==> src/sv/lowest_free_id_allocator_macros.svh <==
// Assertion macros used by the id allocator RTL.
// Depends on a clk and an arst_n signal in the including module.
`ifndef LOWEST_FREE_ID_ALLOCATOR_MACROS_SVH
`define LOWEST_FREE_ID_ALLOCATOR_MACROS_SVH

// Same-cycle implication, disabled while reset is asserted
`define LFA_ASSERT_NOW(lbl, ante, cons, msg) \
	lbl: assert property (@(posedge clk) disable iff (!arst_n) (ante) |-> (cons)) \
		else $error(msg);

// Next-cycle implication, disabled while reset is asserted
`define LFA_ASSERT_NEXT(lbl, ante, cons, msg) \
	lbl: assert property (@(posedge clk) disable iff (!arst_n) (ante) |=> (cons)) \
		else $error(msg);

`endif

==> src/sv/lfa_pkg.sv <==
// Types and constants of the lowest free id allocator.
// No dependencies; used by lfa_map and lowest_free_id_allocator.
`default_nettype none

package lfa_pkg;

	localparam int WORD_W = 16;
	localparam int ADDR_W = 4;
	localparam int MAP_WORDS = 16;
	localparam int MARK_W = 9;

	// Request opcodes
	localparam logic OP_ALLOC = 1'b0;
	localparam logic OP_FREE  = 1'b1;

	// Result status codes
	localparam logic [1:0] STAT_OK        = 2'd0;
	localparam logic [1:0] STAT_NO_FREE   = 2'd1;
	localparam logic [1:0] STAT_INVALID   = 2'd2;
	localparam logic [1:0] STAT_NOT_ALLOC = 2'd3;

	// Access to the used map: one read and one write port
	typedef struct packed {
		logic              rd_en;
		logic [ADDR_W-1:0] rd_addr;
		logic              wr_en;
		logic [ADDR_W-1:0] wr_addr;
		logic [WORD_W-1:0] wr_data;
	} map_req_t;

endpackage

`default_nettype wire

==> src/sv/lfa_map.sv <==
// Used map of the id allocator: 16 words of 16 bits, registered read port.
// Depends on lfa_pkg. Row valid bits make every word read as zero after reset.
`default_nettype none

module lfa_map (
	input  wire logic                        clk,
	input  wire logic                        arst_n,
	input  wire lfa_pkg::map_req_t           req,
	output logic [lfa_pkg::WORD_W-1:0]       rdata
);
	import lfa_pkg::*;

	logic [WORD_W-1:0]    mem [MAP_WORDS];
	logic [MAP_WORDS-1:0] row_vld_q;
	logic [WORD_W-1:0]    raw_s1;
	logic                 rvld_s1;

	// Write port
	always_ff @(posedge clk) begin
		if (req.wr_en) begin
			mem[req.wr_addr] <= req.wr_data;
		end
	end

	// Registered read port
	always_ff @(posedge clk) begin
		if (req.rd_en) begin
			raw_s1 <= mem[req.rd_addr];
		end
	end

	// Track written rows; capture row validity with the read
	always_ff @(posedge clk or negedge arst_n) begin
		if (!arst_n) begin
			row_vld_q <= '0;
			rvld_s1   <= 1'b0;
		end else begin
			if (req.wr_en) begin
				row_vld_q[req.wr_addr] <= 1'b1;
			end
			if (req.rd_en) begin
				rvld_s1 <= row_vld_q[req.rd_addr];
			end
		end
	end

	// Unwritten rows read as all free
	assign rdata = rvld_s1 ? raw_s1 : '0;

endmodule

`default_nettype wire

==> src/sv/lowest_free_id_allocator.sv <==
// Top level of the lowest free id allocator.
// Depends on lfa_pkg, lfa_map and lowest_free_id_allocator_macros.svh.
//
// Usage:
//   A request is taken when start is high and busy is low. opcode 0 allocates
//   the lowest free id below the high-water mark, or the mark itself (raising
//   it) when none is free. opcode 1 frees the id on pid.
//   Each request yields one result: done pulses for one cycle with status and
//   granted_id. The receiver cannot stall; results are never held back.
// Sequence:
//   Free of an out-of-range id: result in the cycle after acceptance.
//   Free of a valid id: map read, then write back, then the result.
//   Allocate: N = ceil(mark / 16) words of the used map are read one per
//   cycle, stopping early at the first word with a free id. busy is high
//   while a request uses the map; an out-of-range free leaves it low. The
//   next request is taken at the earliest in the cycle that done is high.
// Reset:
//   arst_n clears the mark and all map row valid bits, so every id is free at
//   once; no clearing pass is needed.
`default_nettype none

module lowest_free_id_allocator #(
	parameter int ID_LIMIT = 255
) (
	input  wire logic        clk,
	input  wire logic        arst_n,
	input  wire logic        start,
	output logic             busy,
	input  wire logic        opcode,
	input  wire logic [15:0] pid,
	output logic             done,
	output logic [1:0]       status,
	output logic [7:0]       granted_id
);
	import lfa_pkg::*;

	`include "lowest_free_id_allocator_macros.svh"

	localparam int EFF_LIMIT = (ID_LIMIT > 255) ? 255 : ID_LIMIT;
	localparam logic [MARK_W-1:0] LIM_MARK = MARK_W'(EFF_LIMIT);
	localparam logic [15:0]       LIM_PID  = 16'(EFF_LIMIT);

	localparam logic [1:0] S_IDLE = 2'd0;
	localparam logic [1:0] S_SCAN = 2'd1;
	localparam logic [1:0] S_FREE = 2'd2;

	logic [1:0]        state_q, state_d;
	logic [MARK_W-1:0] mark_q;
	logic [4:0]        rd_idx_q;
	logic              rvld_s1;
	logic [ADDR_W-1:0] ridx_s1;
	logic [3:0]        pbit_q;
	logic [ADDR_W-1:0] pword_q;
	logic              done_q;
	logic [1:0]        status_q;
	logic [7:0]        granted_q;

	map_req_t          req;
	logic [WORD_W-1:0] rdata;

	logic [9:0]        mark_rnd;
	logic [4:0]        nwords;
	logic              rd_issue;
	logic              free_bad;
	logic [WORD_W-1:0] idmask, free_bits, low_bit, append_base, append_bit, pid_bit;
	logic [3:0]        low_enc;
	logic              found, last_word;
	logic              fin, mark_inc;
	logic [1:0]        fin_status;
	logic [7:0]        fin_grant;

	lfa_map u_map (
		.clk   (clk),
		.arst_n(arst_n),
		.req   (req),
		.rdata (rdata)
	);

	// Number of map words holding ids below the mark
	assign mark_rnd = {1'b0, mark_q} + 10'd15;
	assign nwords   = mark_rnd[8:4];
	assign rd_issue = (state_q == S_SCAN) && (rd_idx_q < nwords);

	// Reject ids that were never handed out or can never be freed
	assign free_bad = (pid == 16'd0) || (pid > LIM_PID) || ({7'd0, mark_q} <= pid);

	// Find the lowest free id in the returned word
	always_comb begin
		if ({1'b0, ridx_s1} < mark_q[8:4]) begin
			idmask = '1;
		end else begin
			idmask = (16'd1 << mark_q[3:0]) - 16'd1;
		end
		free_bits = ~rdata & idmask;
		low_bit   = free_bits & (~free_bits + 16'd1);
		found     = |free_bits;
		low_enc   = '0;
		for (int b = 0; b < WORD_W; b++) begin
			if (low_bit[b]) begin
				low_enc = low_enc | 4'(b);
			end
		end
		last_word   = ({1'b0, ridx_s1} == (nwords - 5'd1));
		append_base = ((nwords == 5'd0) || (mark_q[3:0] == 4'd0)) ? '0 : rdata;
		append_bit  = 16'd1 << mark_q[3:0];
		pid_bit     = 16'd1 << pbit_q;
	end

	// Sequence a request: map access, result and next state
	always_comb begin
		req        = '0;
		fin        = 1'b0;
		fin_status = STAT_OK;
		fin_grant  = '0;
		mark_inc   = 1'b0;
		state_d    = state_q;
		unique case (state_q)
			S_IDLE: begin
				if (start) begin
					if (opcode == OP_ALLOC) begin
						state_d = S_SCAN;
					end else if (free_bad) begin
						fin        = 1'b1;
						fin_status = STAT_INVALID;
					end else begin
						req.rd_en   = 1'b1;
						req.rd_addr = pid[7:4];
						state_d     = S_FREE;
					end
				end
			end
			S_SCAN: begin
				req.rd_en   = rd_issue;
				req.rd_addr = rd_idx_q[3:0];
				if (rvld_s1 && found) begin
					req.wr_en   = 1'b1;
					req.wr_addr = ridx_s1;
					req.wr_data = rdata | low_bit;
					fin         = 1'b1;
					fin_grant   = {ridx_s1, low_enc};
					state_d     = S_IDLE;
				end else if ((rvld_s1 && last_word) || (nwords == 5'd0)) begin
					fin     = 1'b1;
					state_d = S_IDLE;
					if (mark_q > LIM_MARK) begin
						fin_status = STAT_NO_FREE;
					end else begin
						req.wr_en   = 1'b1;
						req.wr_addr = mark_q[7:4];
						req.wr_data = append_base | append_bit;
						fin_grant   = mark_q[7:0];
						mark_inc    = 1'b1;
					end
				end
			end
			S_FREE: begin
				fin     = 1'b1;
				state_d = S_IDLE;
				if (|(rdata & pid_bit)) begin
					req.wr_en   = 1'b1;
					req.wr_addr = pword_q;
					req.wr_data = rdata & ~pid_bit;
				end else begin
					fin_status = STAT_NOT_ALLOC;
				end
			end
			default: begin
				state_d = S_IDLE;
			end
		endcase
	end

	// Control state, mark and result strobe
	always_ff @(posedge clk or negedge arst_n) begin
		if (!arst_n) begin
			state_q  <= S_IDLE;
			mark_q   <= '0;
			rd_idx_q <= '0;
			rvld_s1  <= 1'b0;
			done_q   <= 1'b0;
		end else begin
			state_q <= state_d;
			done_q  <= fin;
			if (mark_inc) begin
				mark_q <= mark_q + 9'd1;
			end
			if (state_q == S_IDLE) begin
				rd_idx_q <= '0;
				rvld_s1  <= 1'b0;
			end else begin
				rd_idx_q <= rd_idx_q + {4'd0, rd_issue};
				rvld_s1  <= rd_issue;
			end
		end
	end

	// Payload registers: scan index, free target, result fields
	always_ff @(posedge clk) begin
		ridx_s1 <= rd_idx_q[3:0];
		if ((state_q == S_IDLE) && start) begin
			pbit_q  <= pid[3:0];
			pword_q <= pid[7:4];
		end
		if (fin) begin
			status_q  <= fin_status;
			granted_q <= fin_grant;
		end
	end

	assign busy       = (state_q != S_IDLE);
	assign done       = done_q;
	assign status     = status_q;
	assign granted_id = granted_q;

	`LFA_ASSERT_NEXT(a_mark_monotonic, 1'b1, mark_q >= $past(mark_q), "mark decreased")
	`LFA_ASSERT_NOW(a_mark_bound, 1'b1, mark_q <= LIM_MARK + 9'd1, "mark beyond limit")
	`LFA_ASSERT_NOW(a_done_idle, done_q, state_q == S_IDLE, "result while busy")
	`LFA_ASSERT_NOW(a_grant_ok, done_q && (granted_q != 8'd0), status_q == STAT_OK,
		"nonzero grant with error status")
	`LFA_ASSERT_NOW(a_write_busy, req.wr_en, state_q != S_IDLE, "map write while idle")

endmodule

`default_nettype wire

==> config.mk <==
export PLATFORM = sky130hd
export DESIGN_NAME = lowest_free_id_allocator
export DESIGN_NICKNAME = d
export VERILOG_FILES = /design/src/sv/lfa_pkg.sv /design/src/sv/lfa_map.sv /design/src/sv/lowest_free_id_allocator.sv
export VERILOG_INCLUDE_DIRS = /design/src /design/src/sv
export SDC_FILE = /design/constraint.sdc
export NUM_CORES = 1
export LEC_CHECK = 0
export BUFFER_PORTS_ARGS = -buffer_cell sky130_fd_sc_hd__buf_4
export CAP_MARGIN = 20
export CORE_MARGIN = 2
export CORE_UTILIZATION = 40
export CTS_CLUSTER_DIAMETER = 120
export DETAILED_ROUTE_END_ITERATION = 6
export HOLD_SLACK_MARGIN = 0.03
export PLACE_DENSITY = 0.65
export SYNTH_ARGS = -nofsm -noshare
export SYNTH_HDL_FRONTEND = slang
export SYNTH_SLANG_ARGS = --single-unit
==> constraint.sdc <==
create_clock -name clk -period 7.4 [get_ports clk]
set_clock_uncertainty 0.1 [all_clocks]
set_input_delay 1.11 -clock clk [delete_from_list [all_inputs] [get_ports clk]]
set_output_delay 1.11 -clock clk [all_outputs]
set_load 0.03 [all_outputs]
# ---- Word-level counts from Yosys, hierarchy flattened
# Memory sizes are Yosys's and may differ from the RTL's. A register that Yosys moved wholly into a read port is not among the register bits.
# Cells that the tools add are included.
dict set report totals {
  register_bits 57
  ramBits 256
  input_bits 20
  output_inout_bits 12
  word_cells 124
  mem_count 1
}
# name words word_bits rd rd_clocked_by_memory_dff write_ports line
set mem_list {}
lappend mem_list {u_map.mem 16 16 1 1 1 lfa_map.sv:13} ;# logic [WORD_W-1:0] mem [MAP_WORDS];
dict set report classes {
  add_sub_neg 6
  n_lt_le_gt_ge 8
  eq_ne 6
  shift 2
  muxes 62
  n_bitwise 10
  n_reduce_logical 17
}
# operator n
set op_table {}
lappend op_table {{2-to-1 mux 21 bit} 4}
lappend op_table {{AND 16 bit} 4}
lappend op_table {{2-to-1 mux 16 bit} 3}
lappend op_table {{inverter 16 bit} 3}
lappend op_table {{OR 16 bit} 3}
lappend op_table {{one-hot mux 21 bit (2 select lines)} 1}
lappend op_table {{2-to-1 mux 4 bit} 8}
lappend op_table {{OR reduction 16 bit} 2}
lappend op_table {{<< shifter 1 x 4 -> 16 bit (first input constant)} 2}
lappend op_table {{2-to-1 mux 8 bit} 3}
lappend op_table {{2-to-1 mux 2 bit} 11}
lappend op_table {{2-to-1 mux 5 bit} 4}
lappend op_table {{2-to-1 mux 1 bit} 18}
lappend op_table {{adder 16 x 1 -> 16 bit (second input constant)} 1}
lappend op_table {{> comparator 16 x 8 -> 1 bit (second input constant)} 1}
lappend op_table {{<= comparator 9 x 16 -> 1 bit} 1}
lappend op_table {{zero test 16 bit} 1}
lappend op_table {{subtractor 16 x 1 -> 16 bit (second input constant)} 1}
lappend op_table {{2-to-1 mux 3 bit} 4}
lappend op_table {{< comparator 4 x 5 -> 1 bit (second input constant)} 2}
lappend op_table {{one-hot mux 5 bit (2 select lines)} 1}
lappend op_table {{adder 9 x 1 -> 9 bit (second input constant)} 1}
lappend op_table {{adder 9 x 4 -> 9 bit (second input constant)} 1}
lappend op_table {{> comparator 9 x 8 -> 1 bit (second input constant)} 1}
lappend op_table {{23 further kinds} 30}

# ---- Depth between registers and ports, before layout
dict set report logic_depth {
  ltp_word 23
  mapped_depth 18
  ltp_nobuf 16
}

# ---- Hierarchy
# A second synthesis with hierarchy kept.
dict set report hier_totals {
  hier_cells 1007
  hier_area_um2 15566.2
}
# module instances cells_each area_each_um2 seq_area_each_um2
set modules_own_cells {}
lappend modules_own_cells {lfa_map 1 453 10999.3 8593.2}
lappend modules_own_cells {lowest_free_id_allocator 1 554 4566.9 1071.0}

# ---- Worst setup path after synthesis
# Ideal clock, no wire load.
dict set report synth_timing {
  kind {register -> register}
  from {reg mark_q[0]}
  to {mem u_map.mem[3][0], enable pin}
  setup_ps 430
  arrival_time_ps 5491
  required_ps 6870
  slack_ps 1379
  stages_incl_launch_ff 17
  path_buffers 3
  period_less_slack_ps 6021
  path_cell_list {dfrtp_1 > inv_1 > ha_1 > buf_6 > nor3b_4 > inv_2 > ha_1 > clkbuf_1 > xor2_1 > o31ai_1 > o2111a_2 > nand4_4 > o31a_1 > or3b_4 > o221a_4 > buf_6 > nor4_1}
}
dict set report synth_via {
  elab_chain_len 10
  elab_cells_between_ends 19
  classes_between {3 x add/sub; 1 x order compare; 1 x eq/ne; 1 x shift; 7 x mux; 1 x bitwise; 5 x reduce/logical}
}
# element line
set synth_lines {}
lappend synth_lines {{start: declaration} lowest_free_id_allocator.sv:48} ;# logic [MARK_W-1:0] mark_q;
lappend synth_lines {{start signal: assignment} lowest_free_id_allocator.sv:185} ;# mark_q <= mark_q + 9'd1;
lappend synth_lines {{adder 9 x 4 -> 9 bit or << shifter 1 x 4 -> 16 bit (tied branches)} {lowest_free_id_allocator.sv:80, lowest_free_id_allocator.sv:92}}
lappend synth_lines {{subtractor 5 x 1 -> 5 bit or subtractor 16 x 1 -> 16 bit (tied branches)} {lowest_free_id_allocator.sv:103, lowest_free_id_allocator.sv:92}}
lappend synth_lines {{== test 4 x 5 -> 1 bit or 2-to-1 mux 16 bit (tied branches)} {lowest_free_id_allocator.sv:103, lowest_free_id_allocator.sv:89}}
lappend synth_lines {{logical AND 1 bit or AND 16 bit (tied branches)} {lowest_free_id_allocator.sv:142, lowest_free_id_allocator.sv:94}}
lappend synth_lines {{logical OR 1 bit or OR reduction 16 bit (tied branches)} {lowest_free_id_allocator.sv:142, lowest_free_id_allocator.sv:96}}
lappend synth_lines {{2-to-1 mux 21 bit or logical AND 1 bit (tied branches)} {lowest_free_id_allocator.sv:142, lowest_free_id_allocator.sv:135}}
lappend synth_lines {{2-to-1 mux 21 bit (*)} lowest_free_id_allocator.sv:135} ;# if (rvld_s1 && found) begin
lappend synth_lines {{one-hot mux 21 bit (2 select lines) (*)} lowest_free_id_allocator.sv:117} ;# unique case (state_q)
lappend synth_lines {{2-to-1 mux 1 bit} lfa_map.sv:20} ;# if (req.wr_en) begin
lappend synth_lines {{2-to-1 mux 1 bit (implied by the code)} lfa_map.sv:21} ;# mem[req.wr_addr] <= req.wr_data;
lappend synth_lines {{end: declaration} lfa_map.sv:13}
# Mark *: on every way between the ends. The rest lies on a longest branch, timed or not.

# ---- Worst setup path after layout
dict set report layout_timing {
  from {reg mark_q[0]}
  to {mem u_map.mem[5][3], enable pin}
}
# The elaborated chain is that of the path after synthesis.

==> impl_metrics.json <==
{
  "arrival_ps": 6290,
  "status": "completed",
  "dr_wl_met2_um": 19700,
  "place.gp.congestion": 0.937,
  "synth-seq-cells": 329,
  "startpoint_type": "flop",
  "min_to": "ridx_s1[0]",
  "ios": 32,
  "finalSetupViolations": 0,
  "grt_max_degree": 42,
  "yosysTopAreaCellShare": 0.538,
  "grt.overflow.total": 0,
  "synth_edf_count": 290,
  "cts_setup_buffers": 0,
  "post_cts_resized": 0,
  "first_global_vias": 10200,
  "hold_depth": 0,
  "hpwl_um": 27800,
  "crit_path_end_kind": "flop",
  "clock_sinks": 329,
  "reg2regPathDepth": 14,
  "dr.pass1.iters": 5,
  "synthTopCellsByCount": "290 x edfxtp_1, 250 x mux2i_1, 52 x nand2_1",
  "syn2layout_area_growth_pct": 14.3,
  "fin_crit_sh": 0.829,
  "grtUsageTotal": 0.200,
  "synthArstFlopShare": 0.106,
  "rrSetupSlack_ps": 1260,
  "avgSynthCellArea_sq_um": 13.5,
  "port-buffer-count": 31,
  "dr.first_iter.drc_count": 878,
  "min_from": "rd_idx_q[0]",
  "clockRootBuffer": "clkbuf_16",
  "maxCapViolCount": 0,
  "synth_warnings": 0,
  "critPathMaxFanout": 18,
  "cts.hold.buffers_added": 0,
  "synthDistinctLibCells": 89,
  "post-synth-top-area-cell": "edfxtp_1",
  "finalHoldViolations": 0,
  "leakage_nw": 6.52,
  "vias_per_cell": 5.77,
  "die_w_um": 205,
  "syn_nets": 1253,
  "slew_violations": 0,
  "rsz0062_at_grt": "false",
  "synth.most_common_cell": "edfxtp_1",
  "drc": 0,
  "postRouteAntennaNets": 0,
  "holdCritPathClass": "flop to flop",
  "slew-limit-headroom": 0.301,
  "wl_per_cell_um": 23.2,
  "r2r_end": "u_map.mem[5][3]",
  "dieArea_sq_um": 42100,
  "critPathKind": "flop to flop",
  "clkTransAtPathRegs_ps": 60,
  "wl_met3_um": 2320,
  "routed_wirelength_um": 41700,
  "total_power_mw": 5.96,
  "crit_required_ps": 7550,
  "highest_layer": "met4",
  "yosysSeqAreaShare": 0.597,
  "antenna_cells": 0,
  "rows": 73,
  "grt_pass1_wl_um": 63000,
  "peakVddDrop_uv": 208,
  "synthCells": 1201,
  "cts_buffer_depth": 3,
  "yosys-top-cells-area": "edfxtp_1 54%, mux2i_1 15%, dfrtp_1 5.4%",
  "die_h_um": 205,
  "htreeDepth": 2,
  "antenna_found_initial": 0,
  "max_freq_mhz": 163,
  "fin_nets": 1296,
  "numCtsBuffers": 37,
  "layout-drive-gt1-share": 0.154,
  "drt-met1-wl_um": 18400,
  "synth_ff_type": "edfxtp_1",
  "start_util": 0.406,
  "coreArea_sq_um": 39800,
  "clk_latency_ps": 530,
  "vias": 10400,
  "finalCriticalPeriod_ps": 6140,
  "worstMarginPinSlew_ps": 1050,
  "finalSetupTns_ps": 0,
  "r2r_start": "mark_q[0]",
  "syn-cell-area_sq_um": 16200,
  "cts_tree": "yes",
  "power_density_nw_per_um2": 322
}
-- worst max-delay path, cell delays in order (launching register included) --
cell	delay (ps)
dfrtp_1	440
inv_1	180
ha_1	600
nor3b_4	410
inv_2	130
ha_1	390
nand2b_1	200
o41ai_1	80
o31ai_1	700
nand3b_1	240
o31a_1	420
nor3b_4	760
a221o_1	780
nor4_2	120
buf_4	280
-- registers in the layout, indices dropped and copies added (netlist names) --
signal / flops
u_map.mem: 256
u_map.raw_s1: 16
status: 2
rvld_s1: 1
rd_idx_q: 5
u_map.rvld_s1: 1
mark_q: 9
granted_id: 8
ridx_s1: 4
done: 1
pword_q: 4
u_map.row_vld_q: 16
pbit_q: 4
state_q: 2
-- cells in the final DEF (no fill, tap or decap), types with 4 or more instances in the layout --
cell type / synthesis / final
a21oi_1: 43 / 43
a31oi_1: 14 / 13
a32o_1: 5 / 5
and2_1: 10 / 10
buf_4: 0 / 79
clkbuf_16: 0 / 38
clkinv_1: 0 / 6
clkinv_2: 0 / 11
dfrtp_1: 35 / 35
dfxtp_1: 4 / 4
edfxtp_1: 290 / 290
ha_1: 32 / 32
inv_1: 51 / 50
mux2i_1: 250 / 250
nand2_1: 52 / 52
nand2b_1: 6 / 6
nand3_1: 33 / 33
nand3b_1: 6 / 6
nand4_1: 10 / 10
nor2_1: 34 / 34
nor2b_1: 7 / 7
nor3_1: 15 / 15
nor4_1: 20 / 4
nor4_2: 1 / 17
o21a_1: 9 / 9
o21ai_0: 29 / 29
o21bai_1: 5 / 5
o22ai_1: 12 / 12
o31ai_1: 9 / 8
o41ai_1: 16 / 16
or2_2: 5 / 5
or4_1: 7 / 7
xnor2_1: 15 / 15
xor2_1: 5 / 5
-- power by group --
part / internal, mW / switching [mW] / leakage (nW)
sequential: 2.17 / 0.130 / 3.10
clock: 1.09 / 0.739 / 0.617
combinational: 0.641 / 1.19 / 2.81
total: 3.90 / 2.06 / 6.52
-- per-stage QoR --
step	worst slack (ps)	area, sq um	instances	util	hold slack [ps]
final	1260	18500	1798	0.465	357
after global placement	1480	17200	1725	0.433	346
after detailed placement	1300	17200	1726	0.433	347
after floorplan	1380	16200	1201	-	295
after global routing	962	18500	1798	0.465	384
after CTS	1260	18500	1794	0.464	357
-- cell type report --
| class | count | area (sq um) |
|---|---|---|
| clock buffer | 44 | 1000 |
| sequential | 329 | 9660 |
| multi-input combinational | 742 | 6110 |
| fill | 3542 | 21300 |
| tap | 525 | 657 |
| inverter | 53 | 200 |
| timing repair buffer | 81 | 633 |
| clock inverter | 24 | 233 |
-- routing by layer --
metal / track usage / vias up
met1: 0.274 / 5155
met3: 0.0291 / 94
met2: 0.323 / 375
li1: - / 4757
met4: 0.0725 / 0
met5: 0 / -
-- worst max-delay path by stage --
stage | startpoint | cells after the start | endpoint
final | mark_q[0] | 14 | u_map.mem[5][3]
after global routing | mark_q[0] | 14 | u_map.mem[5][3]
after CTS | mark_q[0] | 14 | u_map.mem[8][14]
after detailed placement | mark_q[0] | 14 | u_map.mem[13][14]
after global placement | mark_q[0] | 14 | u_map.mem[5][7]
after floorplan | mark_q[0] | 16 | u_map.mem[3][0]
-- kinds of logic (layout without fill, tap and decap cells) --
family | count (synthesis) | count (layout) | synth area share
compound gates | 208 | 208 | 0.0969
xor+xnor | 20 | 20 | 0.0108
fa+ha+maj | 32 | 32 | 0.0247
buf+inv | 130 | 202 | 0.0336
flops | 329 | 329 | 0.597
mux | 254 | 254 | 0.159
simple gates | 228 | 228 | 0.0781
Power figures use the tool's default switching activity.
